$ cat config.mk
export PLATFORM = sky130hd
export DESIGN_NAME = rgb565_rect_alpha_blend_core
export DESIGN_NICKNAME = d
export VERILOG_FILES = /design/src/hw/rtl/rrab_pkg.sv /design/src/hw/rtl/rgb565_rect_alpha_blend_core.sv /design/src/hw/rtl/rrab_hit.sv /design/src/hw/rtl/rrab_mix.sv
export SDC_FILE = /design/constraint.sdc
export NUM_CORES = 1
export LEC_CHECK = 0
export BUFFER_PORTS_ARGS = -buffer_cell sky130_fd_sc_hd__buf_2
export CORE_ASPECT_RATIO = 1.2
export CORE_MARGIN = 2
export CORE_UTILIZATION = 40
export CTS_BUF_LIST = sky130_fd_sc_hd__clkbuf_4
export CTS_CLUSTER_DIAMETER = 200
export DETAILED_ROUTE_END_ITERATION = 6
export PLACE_DENSITY = 0.53
export SYNTH_ARGS = -nofsm -noshare
export SYNTH_HDL_FRONTEND = slang
export SYNTH_HIERARCHICAL = 1
export SYNTH_SLANG_ARGS = --single-unit
$ cat constraint.sdc
create_clock -name clk -period 11.2 [get_ports clk]
set_clock_uncertainty 0.05 [all_clocks]
set_input_delay 2.8 -clock clk [delete_from_list [all_inputs] [get_ports clk]]
set_output_delay 2.8 -clock clk [all_outputs]
set_load 0.1 [all_outputs]
$ cat src/hw/rtl/rrab_pkg.sv
// ----------------------------------------------------------------------------
// rrab_pkg: shared types and constants
// Screen size, register indexes and the rectangle settings struct for the
// RGB565 rectangle alpha compositor.
// ----------------------------------------------------------------------------
package rrab_pkg;

	localparam int SCREEN_WIDTH  = 480;
	localparam int SCREEN_HEIGHT = 800;

	// 13 bits hold any screen size up to 2048 and any 12-bit signed coordinate
	localparam int CoordW = 13;

	localparam int ColW   = 9;
	localparam int RowW   = 10;
	localparam int PixW   = 16;
	localparam int AlphaW = 8;
	localparam int PosW   = 12;
	localparam int CfgAddrW = 3;
	localparam int CfgDataW = 16;

	localparam int InDataW  = 40;	// 35 payload bits padded to whole bytes
	localparam int OutDataW = 16;

	typedef enum logic [CfgAddrW-1:0] {
		REG_RECT_LEFT   = 3'd0,
		REG_RECT_TOP    = 3'd1,
		REG_RECT_WIDTH  = 3'd2,
		REG_RECT_HEIGHT = 3'd3,
		REG_FILL_COLOR  = 3'd4,
		REG_BLEND_ALPHA = 3'd5
	} reg_idx_t;

	typedef struct packed {
		logic signed [PosW-1:0] left;
		logic signed [PosW-1:0] top;
		logic        [PosW-1:0] width;
		logic        [PosW-1:0] height;
	} rect_cfg_t;

endpackage

$ cat src/hw/rtl/rgb565_rect_alpha_blend_core.sv
// ----------------------------------------------------------------------------
// rgb565_rect_alpha_blend_core: rectangle fill compositor, RGB565
// Blends a constant-alpha fill color into pixels inside a rectangle and
// passes all other pixels through.
//
//   channel  dir  tdata (low bit up)                      tuser
//   s_axis   in   pixel_col, pixel_row, background_pixel  -
//   m_axis   out  pixel_value                             written
//   cfg      in   cfg_we / cfg_addr / cfg_wdata           -
//
// One pixel per clock while the sink takes each output word.
// Input register -> hit test and blend -> output register; the output
// register frees as soon as the sink takes its word, so input is stalled only
// while both stages hold words. Reset loads blend_alpha 255, other settings zero.
// ----------------------------------------------------------------------------
module rgb565_rect_alpha_blend_core (
	input  logic                              clk,
	input  logic                              arst_n,
	input  logic                              cfg_we,
	input  logic [rrab_pkg::CfgAddrW-1:0]     cfg_addr,
	input  logic [rrab_pkg::CfgDataW-1:0]     cfg_wdata,
	input  logic                              s_tvalid,
	output logic                              s_tready,
	// pixel_col[8:0], pixel_row[18:9], background_pixel[34:19], zero pad
	input  logic [rrab_pkg::InDataW-1:0]      s_tdata,
	output logic                              m_tvalid,
	input  logic                              m_tready,
	// pixel_value[15:0]
	output logic [rrab_pkg::OutDataW-1:0]     m_tdata,
	// written[0]
	output logic                              m_tuser
);
	import rrab_pkg::*;

	rect_cfg_t         rect_q;
	logic [PixW-1:0]   fill_q;
	logic [AlphaW-1:0] alpha_q;

	logic              vld_s1;
	logic [ColW-1:0]   col_s1;
	logic [RowW-1:0]   row_s1;
	logic [PixW-1:0]   bg_s1;

	logic              vld_s2;
	logic [PixW-1:0]   pix_s2;
	logic              written_s2;

	logic              adv_s2;
	logic              hit;
	logic              wr;
	logic [PixW-1:0]   mixed;

	always_ff @(posedge clk or negedge arst_n) begin
		if (!arst_n) begin
			rect_q  <= '0;
			fill_q  <= '0;
			alpha_q <= '1;
		end else if (cfg_we) begin
			unique case (cfg_addr)
				REG_RECT_LEFT:   rect_q.left   <= signed'(cfg_wdata[PosW-1:0]);
				REG_RECT_TOP:    rect_q.top    <= signed'(cfg_wdata[PosW-1:0]);
				REG_RECT_WIDTH:  rect_q.width  <= cfg_wdata[PosW-1:0];
				REG_RECT_HEIGHT: rect_q.height <= cfg_wdata[PosW-1:0];
				REG_FILL_COLOR:  fill_q        <= cfg_wdata;
				REG_BLEND_ALPHA: alpha_q       <= cfg_wdata[AlphaW-1:0];
				default: ;
			endcase
		end
	end

	assign adv_s2   = vld_s1 && (!vld_s2 || m_tready);
	assign s_tready = !vld_s1 || adv_s2;

	always_ff @(posedge clk or negedge arst_n) begin
		if (!arst_n) begin
			vld_s1 <= 1'b0;
		end else if (s_tready) begin
			vld_s1 <= s_tvalid;
		end
	end

	always_ff @(posedge clk) begin
		if (s_tready && s_tvalid) begin
			col_s1 <= s_tdata[8:0];
			row_s1 <= s_tdata[18:9];
			bg_s1  <= s_tdata[34:19];
		end
	end

	rrab_hit u_hit (
		.rect (rect_q),
		.col  (col_s1),
		.row  (row_s1),
		.hit  (hit)
	);

	rrab_mix u_mix (
		.fill  (fill_q),
		.bg    (bg_s1),
		.alpha (alpha_q),
		.mixed (mixed)
	);

	assign wr = hit && (alpha_q != '0);

	always_ff @(posedge clk or negedge arst_n) begin
		if (!arst_n) begin
			vld_s2 <= 1'b0;
		end else if (!vld_s2 || m_tready) begin
			vld_s2 <= vld_s1;
		end
	end

	always_ff @(posedge clk) begin
		if (adv_s2) begin
			pix_s2     <= wr ? mixed : bg_s1;
			written_s2 <= wr;
		end
	end

	assign m_tvalid = vld_s2;
	assign m_tdata  = pix_s2;
	assign m_tuser  = written_s2;

`ifndef SYNTHESIS
	a_empty_s1_ready: assert property (@(posedge clk) disable iff (!arst_n)
		!vld_s1 |-> s_tready)
		else $error("input stalled with empty input register");

	a_no_drop_s1: assert property (@(posedge clk) disable iff (!arst_n)
		vld_s1 && vld_s2 && !m_tready |=> vld_s1)
		else $error("word lost from input register while output stalled");

	a_no_invent: assert property (@(posedge clk) disable iff (!arst_n)
		(!vld_s2 || m_tready) && !vld_s1 |=> !vld_s2)
		else $error("output word without a source word");

	a_alpha_zero: assert property (@(posedge clk) disable iff (!arst_n)
		adv_s2 && alpha_q == '0 |=> !written_s2)
		else $error("pixel flagged written with zero alpha");
`endif

endmodule

$ cat src/hw/rtl/rrab_hit.sv
// ----------------------------------------------------------------------------
// rrab_hit: rectangle hit test
// Flags a pixel that lies on screen and inside a non-empty rectangle.
// ----------------------------------------------------------------------------
module rrab_hit (
	input  rrab_pkg::rect_cfg_t          rect,
	input  logic [rrab_pkg::ColW-1:0]    col,
	input  logic [rrab_pkg::RowW-1:0]    row,
	output logic                         hit
);
	import rrab_pkg::*;

	logic signed [CoordW:0] col_x;
	logic signed [CoordW:0] row_x;
	logic signed [CoordW:0] left_x;
	logic signed [CoordW:0] top_x;
	logic signed [CoordW:0] right_x;
	logic signed [CoordW:0] bottom_x;
	logic                   on_screen;
	logic                   in_x;
	logic                   in_y;

	always_comb begin
		col_x    = (CoordW+1)'(signed'({1'b0, col}));
		row_x    = (CoordW+1)'(signed'({1'b0, row}));
		left_x   = (CoordW+1)'(rect.left);
		top_x    = (CoordW+1)'(rect.top);
		// exclusive right and bottom edges
		right_x  = left_x + (CoordW+1)'(signed'({1'b0, rect.width}));
		bottom_x = top_x + (CoordW+1)'(signed'({1'b0, rect.height}));
		on_screen = (CoordW'(col) < CoordW'(SCREEN_WIDTH)) &&
		            (CoordW'(row) < CoordW'(SCREEN_HEIGHT));
		in_x = (rect.width != '0) && (col_x >= left_x) && (col_x < right_x);
		in_y = (rect.height != '0) && (row_x >= top_x) && (row_x < bottom_x);
		hit  = on_screen && in_x && in_y;
	end

endmodule

$ cat src/hw/rtl/rrab_mix.sv
// ----------------------------------------------------------------------------
// rrab_mix: RGB565 constant-alpha blend
// Per channel (fg*a + bg*(255-a))/255, rounded down.
// ----------------------------------------------------------------------------
module rrab_mix (
	input  logic [rrab_pkg::PixW-1:0]   fill,
	input  logic [rrab_pkg::PixW-1:0]   bg,
	input  logic [rrab_pkg::AlphaW-1:0] alpha,
	output logic [rrab_pkg::PixW-1:0]   mixed
);
	import rrab_pkg::*;

	// channel of up to 6 bits; x/255 = ((x+1)*257) >> 16 for x below 257*255
	function automatic logic [5:0] mix_ch(input logic [5:0] fg, input logic [5:0] bk,
		input logic [AlphaW-1:0] a);
		logic [AlphaW-1:0] a_inv;
		logic [13:0]       sum;
		logic [14:0]       sum_p1;
		logic [22:0]       scaled;
		a_inv  = 8'd255 - a;
		sum    = 14'(fg) * 14'(a) + 14'(bk) * 14'(a_inv);
		sum_p1 = 15'(sum) + 15'd1;
		scaled = {sum_p1, 8'd0} + 23'(sum_p1);
		return scaled[21:16];
	endfunction

	logic [5:0] r_mix;
	logic [5:0] g_mix;
	logic [5:0] b_mix;

	always_comb begin
		r_mix = mix_ch({1'b0, fill[15:11]}, {1'b0, bg[15:11]}, alpha);
		g_mix = mix_ch(fill[10:5], bg[10:5], alpha);
		b_mix = mix_ch({1'b0, fill[4:0]}, {1'b0, bg[4:0]}, alpha);
		mixed = {r_mix[4:0], g_mix, b_mix[4:0]};
	end

endmodule
After elaboration in Yosys (flattened, before gate mapping)
Index checks and enable logic that the tools add are counted. W data, S select, Z words.

Register bits after elaboration: 126.

Add/sub/neg operators: 12. Multipliers: 6. Magnitude comparators: 6. Equal/unequal tests: 5. Multiplexer cells: 1. Reductions and logical operators: 24.

Operator list (count): $mul A5 B8 Y13 (4); $add A14 B1 Y15 const B (3); $add A21 B15 Y21 (2); $add A12 B13 Y14 (2); $add A13 B13 Y14 (2); $mul A6 B8 Y14 (2); $reduce_bool A12 Y1 (2); $add A22 B15 Y22 (1); $mux W16 (1); $add A14 B14 Y14 (1); $lt A10 B14 Y1 (1); $lt A11 B14 Y1 (1); $ge A10 B12 Y1 (1); $ge A11 B12 Y1 (1); $reduce_and A2 Y1 (6); $logic_and A1 B1 Y1 (10); $lt A10 B10 Y1 const B (1); $lt A9 B9 Y1 const B (1); $reduce_bool A8 Y1 (1); $sub A8 B8 Y8 const A (1); $eq A3 B2 Y1 const B (2); $eq A3 B3 Y1 const B (2); $eq A3 B1 Y1 const B (1); $logic_not A3 Y1 (1); other kinds (2) (4).

Logic depth before layout (Yosys ltp)
Gate-level depths: netlist (run 1).

Word-level depth: 7. Depth in mapped cells: 31. Depth with buffers taken out: 30.

Cells and area by module
Netlist (run 1), hierarchy kept.

Modules (own cells, without submodules): rrab_mix (instances 1, cells each 1109, area an instance 9442.8 µm², sequential area each 0.0 µm²); rgb565_rect_alpha_blend_core (instances 1, cells each 237, area an instance 4638.2 µm², sequential area each 3423.3 µm²); rrab_hit (instances 1, cells each 267, area an instance 2082.0 µm², sequential area each 0.0 µm²).

Worst setup path before layout (run 1)
Ideal clock, no wire load.

Path kind: flip-flop to flip-flop. Start: reg alpha_q[0]. End: reg pix_s2[8] (netlist: m_tdata[8]) (data pin). Arrival: 7.014 ns. Required time: 10.890 ns. Slack: 3.876 ns. Stages on the path, launching flop included: 29. Buffers on the path: 3. Clock period less this slack: 7.324 ns. Path through: dfstp_2 clkbuf_1 clkbuf_1 nand2_1 fa_1 inv_1 fa_1 fa_1 fa_1 inv_1 fa_1 inv_1 ha_1 buf_2 o211a_1 a211o_1 a211oi_4 nand4_4 nor3_1 xor2_1 ha_1 a21oi_1 nor2b_1 o21ai_0 nand2b_1 a41o_1 nand4_1 xnor2_1 mux2_4.

Word-level cells in the longest chain between the ends: 6.

Ends and longest elaborated chain: from (decl) (line rgb565_rect_alpha_blend_core.sv:37) `logic [AlphaW-1:0] alpha_q;`; from (signal assigned) (line rgb565_rect_alpha_blend_core.sv:65) `REG_BLEND_ALPHA: alpha_q <= cfg_wdata[AlphaW-1:0];`; $sub A8 B8 Y8 (line rrab_mix.sv:20) `a_inv = 8'd255 - a;`; $mul A6 B8 Y14 (line rrab_mix.sv:21) `sum = 14'(fg) * 14'(a) + 14'(bk) * 14'(a_inv);`; $add A14 B14 Y14 (*) (line rrab_mix.sv:21); $add A14 B1 Y15 (*) (line rrab_mix.sv:22) `sum_p1 = 15'(sum) + 15'd1;`; $add A22 B15 Y22 (*) (line rrab_mix.sv:23) `scaled = {sum_p1, 8'd0} + 23'(sum_p1);`; named net mixed[8] (line rgb565_rect_alpha_blend_core.sv:51) `logic [PixW-1:0] mixed;`; $mux W16 (*) (line rgb565_rect_alpha_blend_core.sv:116) `pix_s2 <= wr ? mixed : bg_s1;`; to (signal assigned) (line rgb565_rect_alpha_blend_core.sv:116); to (decl) (line rgb565_rect_alpha_blend_core.sv:45) `logic [PixW-1:0] pix_s2;`.

Mark *: on every way through the listed nets, which the timed path passes. The rest lies on a longest branch. A chain may end at the register's enable or synchronous reset.

Final worst setup path (run 1)
Start: reg alpha_q[3]. End: reg pix_s2[8] (netlist: m_tdata[8]) (data pin).

Same word-level chain as after synthesis.

==> run summary, run 1 <==
The run finished with clean final reports. Counting stages on the worst path, the most repeated cell is sky130_fd_sc_hd__fa_1. The total of hold buffers inserted after clock tree synthesis is 0. Setup repair after global routing left no endpoint under its margin. The worst slack on hold paths came out at roughly 0.44 ns. For this run, asynchronously set or reset flops after synthesis account for 0.587.

The starting DRC count in detailed routing came out at 544. The count of buffers from port buffering is between 70 and 80. The via count of the first global-routing pass is ~12000. After detailed routing, the average wire length per cell comes to 16.7 um. The number of antenna violations at the first check in global routing is 2.

The fraction of final layout cells with drive strength greater than 1 is 0.139. The count of endpoints failing hold in the final timing report is 0. The tree is rooted in a sky130_fd_sc_hd__clkbuf_4. The mean cell area of the mapped netlist came out at between 10 and 15 um^2.

The final count of pins violating max slew came to 0. The maximum single-stage delay on the critical path came out at just over 1 ns. The maximum number of pins on one net before global-route repair came out at 75. The critical path capture point type is a flop.

The insertion delay of the later-clocked pin in the worst-skew pair is 0.66 ns. The final core utilization came out at 0.436. The first global-routing pass estimated between 60000 and 70000 um of wire. The slowest stage of the critical path is the sky130_fd_sc_hd__dfstp_2 cell. The number of nets still failing antenna checks after routing is 0. The number of synthesized register bits is about 130.

The net total in the final layout is roughly 2100. The top cell types in the final layout, fill and taps aside, are 276 x sky130_fd_sc_hd__inv_1, 193 x sky130_fd_sc_hd__ha_1, 182 x sky130_fd_sc_hd__fa_1. At the end of routability-driven placement, the weighted congestion stood at between 0.8 and 0.9. Measured along the x axis, the die boundary spans 188 um. The average vias per placed instance came out at roughly 5.1.

The H-tree depth came out at 4. The max-cap violation count came out at 0. The die area came out at 0.0420 mm^2.

The first detailed-routing pass ran for 5 iterations. The total global-route track usage is 0.187. The area inside the core boundary came out at between 0.03 and 0.04 mm^2.

Synthesis produced around 1600 cells. The register area share after synthesis came out at 0.212. The commonest non-fill, non-tap cell in the layout is sky130_fd_sc_hd__inv_1. The length in cells of the worst reg-to-reg path is 26. The number of setup buffers added after CTS is 0. The worst hold path belongs to the class reg -> reg. At the pin with the least slew margin, the transition time is 1.13 ns. The total CTS buffers came out at 17. The total I/O pin count is 83. The area after detailed placement came out at 0.0171 mm^2.

The effective utilization at floorplan is 0.406. The netlist uses between 80 and 90 different library cells. The normalized max-slew margin came out at 0.240.

The maximum fanout encountered on the critical timing path is 34. Along the worst hold path, the cell count comes to 1. The area of the mapped netlist is ~0.016 mm^2. The total clock sinks came out at 126. The worst endpoint required time came out at around 12 ns.

The data arrival time of the worst path came out at slightly above 8 ns. STA classifies the critical path startpoint as a flop. The total of warnings raised by yosys came out at 6. The DRC violations left is 0. The achievable clock frequency came out at about 130 MHz.

No sink is reached through more buffers than the 2 on the longest clock path. The total wirelength of the detailed-routed design is approximately 37000 um. The remaining global-route overflow came out at 0.

The overall die height is 224 um. The synthesized net count is 2052. The fraction of the cycle the final worst path needs came out at 0.702. The count of instances resized after the clock tree is built came out at 0. The area growth from synthesis to layout is 7.56%. The clock transition at the registers of the reported paths came out at 0.14 ns. The estimated wirelength of the detail-placed design is 28200 um. The count of standard-cell rows is 80.

For the final routed database, the setup TNS stands at 0 ns. TritonCTS built the clock tree. The minimum period implied by the final worst setup slack came out at around 7.9 ns. Setup violations remaining at the end of the flow were counted as 0. Among all flip-flop cells after synthesis, the most frequent one is sky130_fd_sc_hd__dfrtp_1. The worst setup path category is reg -> reg.

The final non-filler cell area is 0.0174 mm^2. The overall via count from detail_route is about 11000. The count of flip-flops with a built-in enable after synthesis came out at 52.
[state kept, by name, summed over array words and instances, names as in the netlist]
register,cells
alpha_q,8
col_s1,9
rect_q,48
fill_q,16
bg_s1,16
m_tdata,16
m_tuser,1
vld_s1,1
m_tvalid,1
row_s1,10
[stage by stage]
step / setup WS [ns] / cells
final: 3.33 / 2222
after global routing: 2.79 / 2222
after CTS: 3.29 / 2221
after detailed placement: 3.32 / 2189
after global placement: 3.30 / 2189
after floorplan: 3.88 / 1613
[area by class of cell]
type / instances / area (um^2)
Clock inverter: 15 / 170
Timing Repair Buffer: 79 / 403
Antenna cell: 1 / 2.50
Clock buffer: 17 / 128
Tap cell: 533 / 667
Inverter: 276 / 1040
Multi-Input combinational cell: 1175 / 11600
Sequential cell: 126 / 3420
Fill cell: 3992 / 22500
[synthesized netlist by cell type, types with 5 or more instances]
| cell | number | area, um^2 |
|---|---|---|
| sky130_fd_sc_hd__inv_1 | 276 | 1040 |
| sky130_fd_sc_hd__ha_1 | 193 | 2410 |
| sky130_fd_sc_hd__fa_1 | 182 | 3640 |
| sky130_fd_sc_hd__nand2_1 | 111 | 417 |
| sky130_fd_sc_hd__mux2_2 | 79 | 890 |
| sky130_fd_sc_hd__nor2b_1 | 75 | 469 |
| sky130_fd_sc_hd__nand2b_1 | 73 | 457 |
| sky130_fd_sc_hd__dfrtp_1 | 66 | 1650 |
| sky130_fd_sc_hd__and2_1 | 56 | 350 |
| sky130_fd_sc_hd__edfxtp_1 | 52 | 1560 |
| sky130_fd_sc_hd__a21oi_1 | 49 | 245 |
| sky130_fd_sc_hd__nor2_1 | 43 | 161 |
| sky130_fd_sc_hd__xnor2_1 | 41 | 359 |
| sky130_fd_sc_hd__xor2_1 | 28 | 245 |
| sky130_fd_sc_hd__clkbuf_1 | 26 | 97.6 |
| sky130_fd_sc_hd__o21ai_0 | 23 | 115 |
| sky130_fd_sc_hd__nand3_1 | 21 | 105 |
| sky130_fd_sc_hd__a21o_1 | 19 | 143 |
| sky130_fd_sc_hd__nor3_1 | 15 | 75.1 |
| sky130_fd_sc_hd__nand4_1 | 14 | 87.6 |
| sky130_fd_sc_hd__o21a_1 | 14 | 105 |
| sky130_fd_sc_hd__o21ai_1 | 10 | 50.1 |
| sky130_fd_sc_hd__mux2_4 | 9 | 135 |
| sky130_fd_sc_hd__dfstp_2 | 8 | 210 |
| sky130_fd_sc_hd__nor4_1 | 7 | 43.8 |
| sky130_fd_sc_hd__o211ai_1 | 7 | 52.6 |
| sky130_fd_sc_hd__a211o_1 | 6 | 52.6 |
| sky130_fd_sc_hd__a211oi_1 | 6 | 45.0 |
| sky130_fd_sc_hd__o2111ai_1 | 6 | 52.6 |
| sky130_fd_sc_hd__buf_2 | 5 | 25.0 |
| sky130_fd_sc_hd__nand4b_1 | 5 | 43.8 |
| sky130_fd_sc_hd__o21bai_1 | 5 | 37.5 |
| sky130_fd_sc_hd__or3_1 | 5 | 31.3 |
[layer usage]
metal | vias up | routed length [um] | track usage
met4 | 2 | 870 | 0.0617
met3 | 47 | 1180 | 0.0321
met2 | 155 | 18500 | 0.329
li1 | 5433 | - | -
met5 | - | 11 | 0
met1 | 5734 | 16600 | 0.233
[logic make-up (layout without fill, tap and decap cells)]
kind of cell | Yosys count | in the layout | share of synthesized area
and+or+nand+nor | 451 | 451 | 0.153
adders and majority gates | 375 | 375 | 0.375
buffers and inverters | 312 | 387 | 0.0743
AOI/OAI and AO/OA | 191 | 191 | 0.0843
DFF | 126 | 126 | 0.212
muxes | 89 | 89 | 0.0640
xor gates and xnor gates | 69 | 69 | 0.0374
other | 0 | 1 | 0
[path summary, 6_finish.rpt]
path	startpoint	to	slack [ns]
worst max-delay path	alpha_q[3]	m_tdata[8]	3.33
worst min-delay path	vld_s1	m_tvalid	0.44
worst max register to register	alpha_q[3]	m_tdata[8]	3.33
worst min register to register	vld_s1	m_tvalid	0.44
max in group asynchronous	arst_n	rect_q[39]	8.25
min in group asynchronous	arst_n	rect_q[10]	2.24
[worst max-delay path: cells and delay by family, from the launching register on]
kind            cells  cell delay (ns)
mux                 1             0.27
fa+ha+maj           7             3.20
xor+xnor            3             0.76
buf+inv             4             0.19
compound gates      5             1.27
flops               1             1.03
simple gates        6             0.85
Power of run 1 is left out: the tool's default activity adds up to more than one toggle a clock period on the data nets, which glitch-free logic cannot reach.
==> inputs of run 2 (changes only) <==
clock period = 7.9 ns   (was 11.2 ns; I/O delays follow)
==> run 2 against run 1 <==
  * Core utilization grew 0.63 points
  * Global-route usage grew 0.053 points
  * Hold slack gained 0.011 ns
  * First-iteration DRC count shrank 8.3%
  * Non-clock buffer count grew 25
  * Die area is the same
  * Final area grew 1.5%
  * Sequential cell count is the same
  * Count of clock-buffer cells in the layout is the same
  * Cell count grew 1.2%
  * Largest cell class unchanged
==> run summary, run 2 (synthesis results as in run 1) <==
The remaining global-route overflow came out at 0. The via count of the first global-routing pass came out at approximately 12000. In this run the most critical hold path is launched from vld_s1.

The met1 global-route usage is 0.237. STA puts the critical path data required time at around 8.3 ns. The count of buffers from port buffering is between 70 and 80. The normalized max-slew margin is 0.260. The effective utilization at floorplan is 0.406. The die width is between 150 and 200 um.

The length in cells of the worst reg-to-reg path is 26. The relative area change from synthesis to final layout came out at 9.12%. The count of endpoints failing hold in the final timing report is 0.

CTS placed an instance of sky130_fd_sc_hd__clkbuf_4 at the clock tree root. Summing all non-filler instances in the final layout gives an area of ~0.018 mm^2. Counting both buffers and inverters, the worst setup path holds a total of 4. The starting DRC count in detailed routing came out at roughly 500.

Setup repair after global routing left no endpoint under its margin. The maximum single-stage delay on the critical path came out at 0.61 ns. The number of setup violations in the final report came out at 0. The DRC violations left came out at 0.

The worst setup path is launched from a flop. The worst setup slack for register-to-register paths came out at roughly 0.45 ns. The data arrival time of the worst path is 7.81 ns. In the layout the commonest cells are 276 x sky130_fd_sc_hd__inv_1, 193 x sky130_fd_sc_hd__ha_1, 182 x sky130_fd_sc_hd__fa_1.

The number of antenna violations at the first check in global routing was 2. TritonCTS built the clock tree. The cell family contributing the most delay on the critical path is adder cells. The estimated wirelength of the detail-placed design is between 20000 and 30000 um. For this run, the total global-route usage over all layers was measured as 0.187. The final core utilization came out at 0.443. The register with the most flip-flops in the layout has 48 of them. Leaving out fill and tap cells, the most frequent cell in the layout is sky130_fd_sc_hd__inv_1. The H-tree depth is 4. The routed wire length per instance is about 17 um. The layer carrying the most global-route usage is met2.

The number of nets still failing antenna checks after routing came out at 0. The met2 track demand over resource came out at 0.328. rect_q holds more flip-flops than any other register. The cell depth of the worst min-delay path came out at 1. At the end of the flow, the number of nets in the layout was between 2000 and 2500.

The actual slew at the worst max-slew pin is approximately 1.1 ns. The final estimated routing congestion in global placement is around 0.82. The startpoint identified for the worst register-to-register timing path is bg_s1[7].

The accumulated negative setup slack came out at 0 ns. The maximum number of pins on one net before global-route repair came out at 75. The average vias per placed instance is 5.06. The total I/O pin count is 83. The total of hold buffers inserted after clock tree synthesis came out at 0.

The smallest clock period supported by the final layout is computed as between 7 and 8 ns. The flow ran to the end, and the final reports show no timing, DRC or antenna violations. The final count of pins violating max slew is 0. The total CTS buffers came out at 17. Once placement finished, the instance area stood at 0.0172 mm^2. The critical path is of the reg -> reg type. The routing usage on met3 came out at 0.0271.

The max-cap violation count is 0. The overall via count from detail_route came out at around 11000. After clock tree synthesis, the clock-pin slew on the worst setup and hold paths is about 0.15 ns. The total wirelength of the detailed-routed design is ~37000 um.

The die covers ~0.042 mm^2. The first global-routing pass estimated 61900 um of wire. The detailed-routing iteration count for the pre-antenna-repair pass is 5. The insertion delay of the later-clocked pin in the worst-skew pair is between 0.6 and 0.7 ns. The fraction of the cycle the final worst path needs came out at 0.943. After floorplanning, the core was divided into 80 placement rows. STA classifies the critical path endpoint as a flop.

The clock passes through at most 2 buffers. By instance count, the cell type seen most on the critical path is sky130_fd_sc_hd__fa_1. The min-delay analysis places its worst path in the category reg -> reg. The path with the worst hold slack has its endpoint at m_tvalid. The achievable clock frequency came out at 134 MHz. The capture instance of the worst register-to-register path is m_tdata[10]. The maximum fanout encountered on the critical timing path came out at 9.

The overall die height is between 200 and 250 um. The area inside the core boundary is about 0.040 mm^2. The largest individual stage delay along the critical path comes from the cell sky130_fd_sc_hd__edfxtp_1.

The fraction of final layout cells with drive strength greater than 1 came out at 0.153. The total clock sinks came out at around 130.
## run 2: cell count changes in the layout (fill, tap and decap cells not counted), moves of 2 or more
cell	before	now
sky130_fd_sc_hd__bufinv_16	1	3
sky130_fd_sc_hd__inv_8	5	3
sky130_fd_sc_hd__dfstp_2	8	5
sky130_fd_sc_hd__buf_4	3	27
sky130_fd_sc_hd__dfstp_4	0	3
## run 2: per-layer routing
metal,wire length [um],part of all wire,vias to the layer above
met5,13,0.00035,-
met4,696,0.019,2
met3,1060,0.028,36
met2,18600,0.50,156
met1,16900,0.45,5705
li1,-,-,5487
## run 2: timing repair
action / 4_1_cts / 5_1_grt
endpoints found under the setup margin: 0 / 10
resized for setup: 0 / 5
buffers inserted: 0 / 7
## run 2: area by class of cell
type / count / area (um^2)
multi-input cells: 1175 / 11600
repair buffers: 104 / 603
flip-flops and latches: 126 / 3430
clock inverters: 15 / 199
fillers: 3949 / 22200
well taps: 533 / 667
clock buffers: 17 / 128
diodes: 2 / 5.00
inverters: 276 / 1040
## run 2: per-stage QoR
step | setup slack [ns] | instances | hold slack, ns
after global routing | 0.0172 | 2247 | 0.496
after CTS | 0.314 | 2239 | 0.455
after detailed placement | 0.349 | 2207 | 0.425
final | 0.452 | 2248 | 0.456
after floorplan | 0.576 | 1613 | 0.399
after global placement | 0.371 | 2207 | 0.411
## run 2: worst max path at each step
stage,from,to,slack [ns],depth (start not counted)
final,bg_s1[7],m_tdata[10],0.45,26
after detailed placement,alpha_q[2],m_tdata[10],0.35,25
after CTS,alpha_q[2],m_tdata[4],0.31,26
after floorplan,alpha_q[0],m_tdata[8],0.58,28
after global routing,alpha_q[0],m_tdata[4],0.02,28
after global placement,alpha_q[2],m_tdata[10],0.37,25
Power of run 2 is left out for the same reason.
==> inputs of run 3 (changes only) <==
--- a/config.mk
+++ b/config.mk
@@ -7,5 +7,5 @@
 export LEC_CHECK = 0
 export BUFFER_PORTS_ARGS = -buffer_cell sky130_fd_sc_hd__buf_2
-export CORE_ASPECT_RATIO = 1.2
+export CORE_ASPECT_RATIO = 0.5
 export CORE_MARGIN = 2
 export CORE_UTILIZATION = 40
--- a/constraint.sdc
+++ b/constraint.sdc
@@ -3,3 +3,3 @@
 set_input_delay 1.975 -clock clk [delete_from_list [all_inputs] [get_ports clk]]
 set_output_delay 1.975 -clock clk [all_outputs]
-set_load 0.1 [all_outputs]
+set_load 0.02 [all_outputs]
==> run 3 against run 2 <==
  * Final area decreased by 0.40%
  * Highest routed layer is now met4
  * Via count up 0.42%
  * Register-to-register slack worse by 0.05 ns
  * Non-clock buffer count down 1
  * Core utilization grew 0.35 points
  * First-iteration DRC count up 28%
  * Hold slack lost 0.0060 ns
  * Die area is 0.22% higher
  * Routed wire length grew 3.1%
  * Worst setup slack worse by 0.050 ns
==> run summary, run 3 (synthesis results as in run 1) <==
In this run the worst setup path begins at alpha_q[3]. The clock transition at the registers of the reported paths is roughly 0.14 ns. TritonCTS built the clock tree.

The clock reaches the later pin of the worst-skew pair after roughly 0.6 ns. The worst setup path category is reg -> reg. Measured along the y axis, the die boundary spans about 150 um. The die area is 0.0421 mm^2. The wire length of the first global-routing pass is approximately 64000 um. For the worst setup path, the data required time is about 8 ns.

At the worst endpoint, the arrival time is 7.81 ns. The count of standard-cell rows is between 50 and 60. The startpoint identified for the worst register-to-register timing path is alpha_q[3]. The worst setup slack for register-to-register paths is approximately 0.40 ns. The final count of pins violating max slew is 0. The clock root buffer is sky130_fd_sc_hd__clkbuf_4.

In the finished design, the share of the clock period the worst path needs comes to 0.949. The run finished with clean final reports. The overall via count from detail_route is around 11000. For this run, the total global-route usage over all layers was measured as 0.192. Leaving out fill and tap cells, the most frequent cells in the layout are 276 x sky130_fd_sc_hd__inv_1, 193 x sky130_fd_sc_hd__ha_1, 182 x sky130_fd_sc_hd__fa_1.

The total of hold buffers inserted after clock tree synthesis is 0. Buffers inserted during clock tree synthesis total 17. The maximum fanout encountered on the critical timing path came out at 21. The estimated wirelength of the detail-placed design is roughly 30000 um. The minimum period implied by the final worst setup slack is ~7.5 ns. The max-cap violation count came out at 0. The H-tree depth is 4. The maximum number of pins on one net before global-route repair came out at 75. The maximum buffer depth of the clock tree came out at 2.

Setup repair after global routing left no endpoint under its margin. The effective utilization at floorplan came out at 0.411. The routed wire length per instance is ~17 um.

The critical path launch point type is a flop. The die width is between 200 and 300 um. After the last flow step, the layout net total stands at 2138. The final core utilization is 0.446. The first TritonRoute pass finished after 6 iterations.

The cell with the biggest individual delay on the critical path is sky130_fd_sc_hd__dfstp_4. The total clock sinks is between 100 and 150. rect_q holds more flip-flops than any other register. The DRC violations left is 0. The worst register-to-register path ends at m_tdata[8]. The number of antenna violations at the first check in global routing came out at 1. The count of buffers from port buffering is 77.

The count of endpoints failing hold in the final timing report came out at 0. In the final layout, the share of cells above drive strength 1 is 0.153. Following the worst setup path forward leads to its endpoint at m_tdata[8]. The normalized max-slew margin came out at 0.239. The total I/O pin count came out at slightly above 80.

The achievable clock frequency is ~130 MHz. The length in cells of the worst reg-to-reg path is 26. The final estimated routing congestion in global placement came out at 0.861. The most repeated library cell on the critical path is sky130_fd_sc_hd__fa_1. The library cell used most frequently in the layout, excluding fill and tap cells, is sky130_fd_sc_hd__inv_1. For the pin with the worst max-slew slack, the measured transition is approximately 1.1 ns. The critical path capture point type is a flop. In this run the worst hold path is classified as reg -> reg. The starting DRC count in detailed routing came out at between 600 and 700. The accumulated negative setup slack came out at 0 ns. The number of nets still failing antenna checks after routing is 0. The flip-flop count of the largest register, all copies and words added is 48. The total wirelength of the detailed-routed design came out at roughly 38000 um.

The area inside the core boundary came out at 0.0394 mm^2. The average vias per placed instance came out at around 5.1. The maximum single-stage delay on the critical path is between 0.8 and 0.9 ns. The relative area change from synthesis to final layout is 8.69%. The total overflow left after global routing is 0. The via count of the first global-routing pass is about 12000. The number of setup violations in the final report is 0.
-- run 3: cell type report --
cell class                 instances  area [um^2]
inverter                         276         1040
antenna                            3         7.51
clock inverter                    15          143
clock buffer                      17          128
timing repair buffer             103          583
sequential                       126         3440
fill                            3727        21800
tap                              530          663
multi-input combinational       1175        11600
-- run 3: timing repair --
| item | 4_1_cts | 5_1_grt |
|---|---|---|
| resized for setup | 0 | 7 |
| setup buffers | 0 | 1 |
| setup endpoints to repair | 0 | 14 |
-- run 3: routing by layer --
metal | GRT usage | wire [um] | up-vias
li1 | - | - | 5484
met1 | 0.265 | 18800 | 5751
met2 | 0.310 | 17600 | 161
met3 | 0.0358 | 1420 | 38
met4 | 0.0482 | 622 | 0
met5 | 0 | 0 | -
-- run 3: critical path: cells and delay by family, from the launching register on --
kind,cells,cell delay [ns]
xor+xnor,3,0.70
simple gates,5,0.65
compound gates,6,1.41
buf+inv,4,0.20
fa+ha+maj,7,3.18
mux,1,0.27
flops,1,0.82
-- run 3: worst min-delay path by stage --
stage / startpoint / end / slack, ns / depth (start not counted)
floorplan: vld_s1 / m_tvalid / 0.40 / 1
global placement: vld_s1 / m_tvalid / 0.41 / 1
detailed placement: vld_s1 / m_tvalid / 0.42 / 1
CTS: vld_s1 / m_tvalid / 0.46 / 1
global route: vld_s1 / m_tvalid / 0.50 / 1
finish: vld_s1 / m_tvalid / 0.45 / 1
-- run 3: stage by stage --
stage / instance area, um^2 / std cells / setup WS [ns] / hold slack (ns)
finish: 17600 / 2245 / 0.402 / 0.450
global route: 17600 / 2243 / 0.00726 / 0.496
CTS: 17500 / 2241 / 0.329 / 0.456
detailed placement: 17300 / 2209 / 0.330 / 0.422
global placement: 17300 / 2209 / 0.418 / 0.412
floorplan: 16200 / 1613 / 0.576 / 0.399
Power of run 3 is left out for the same reason.
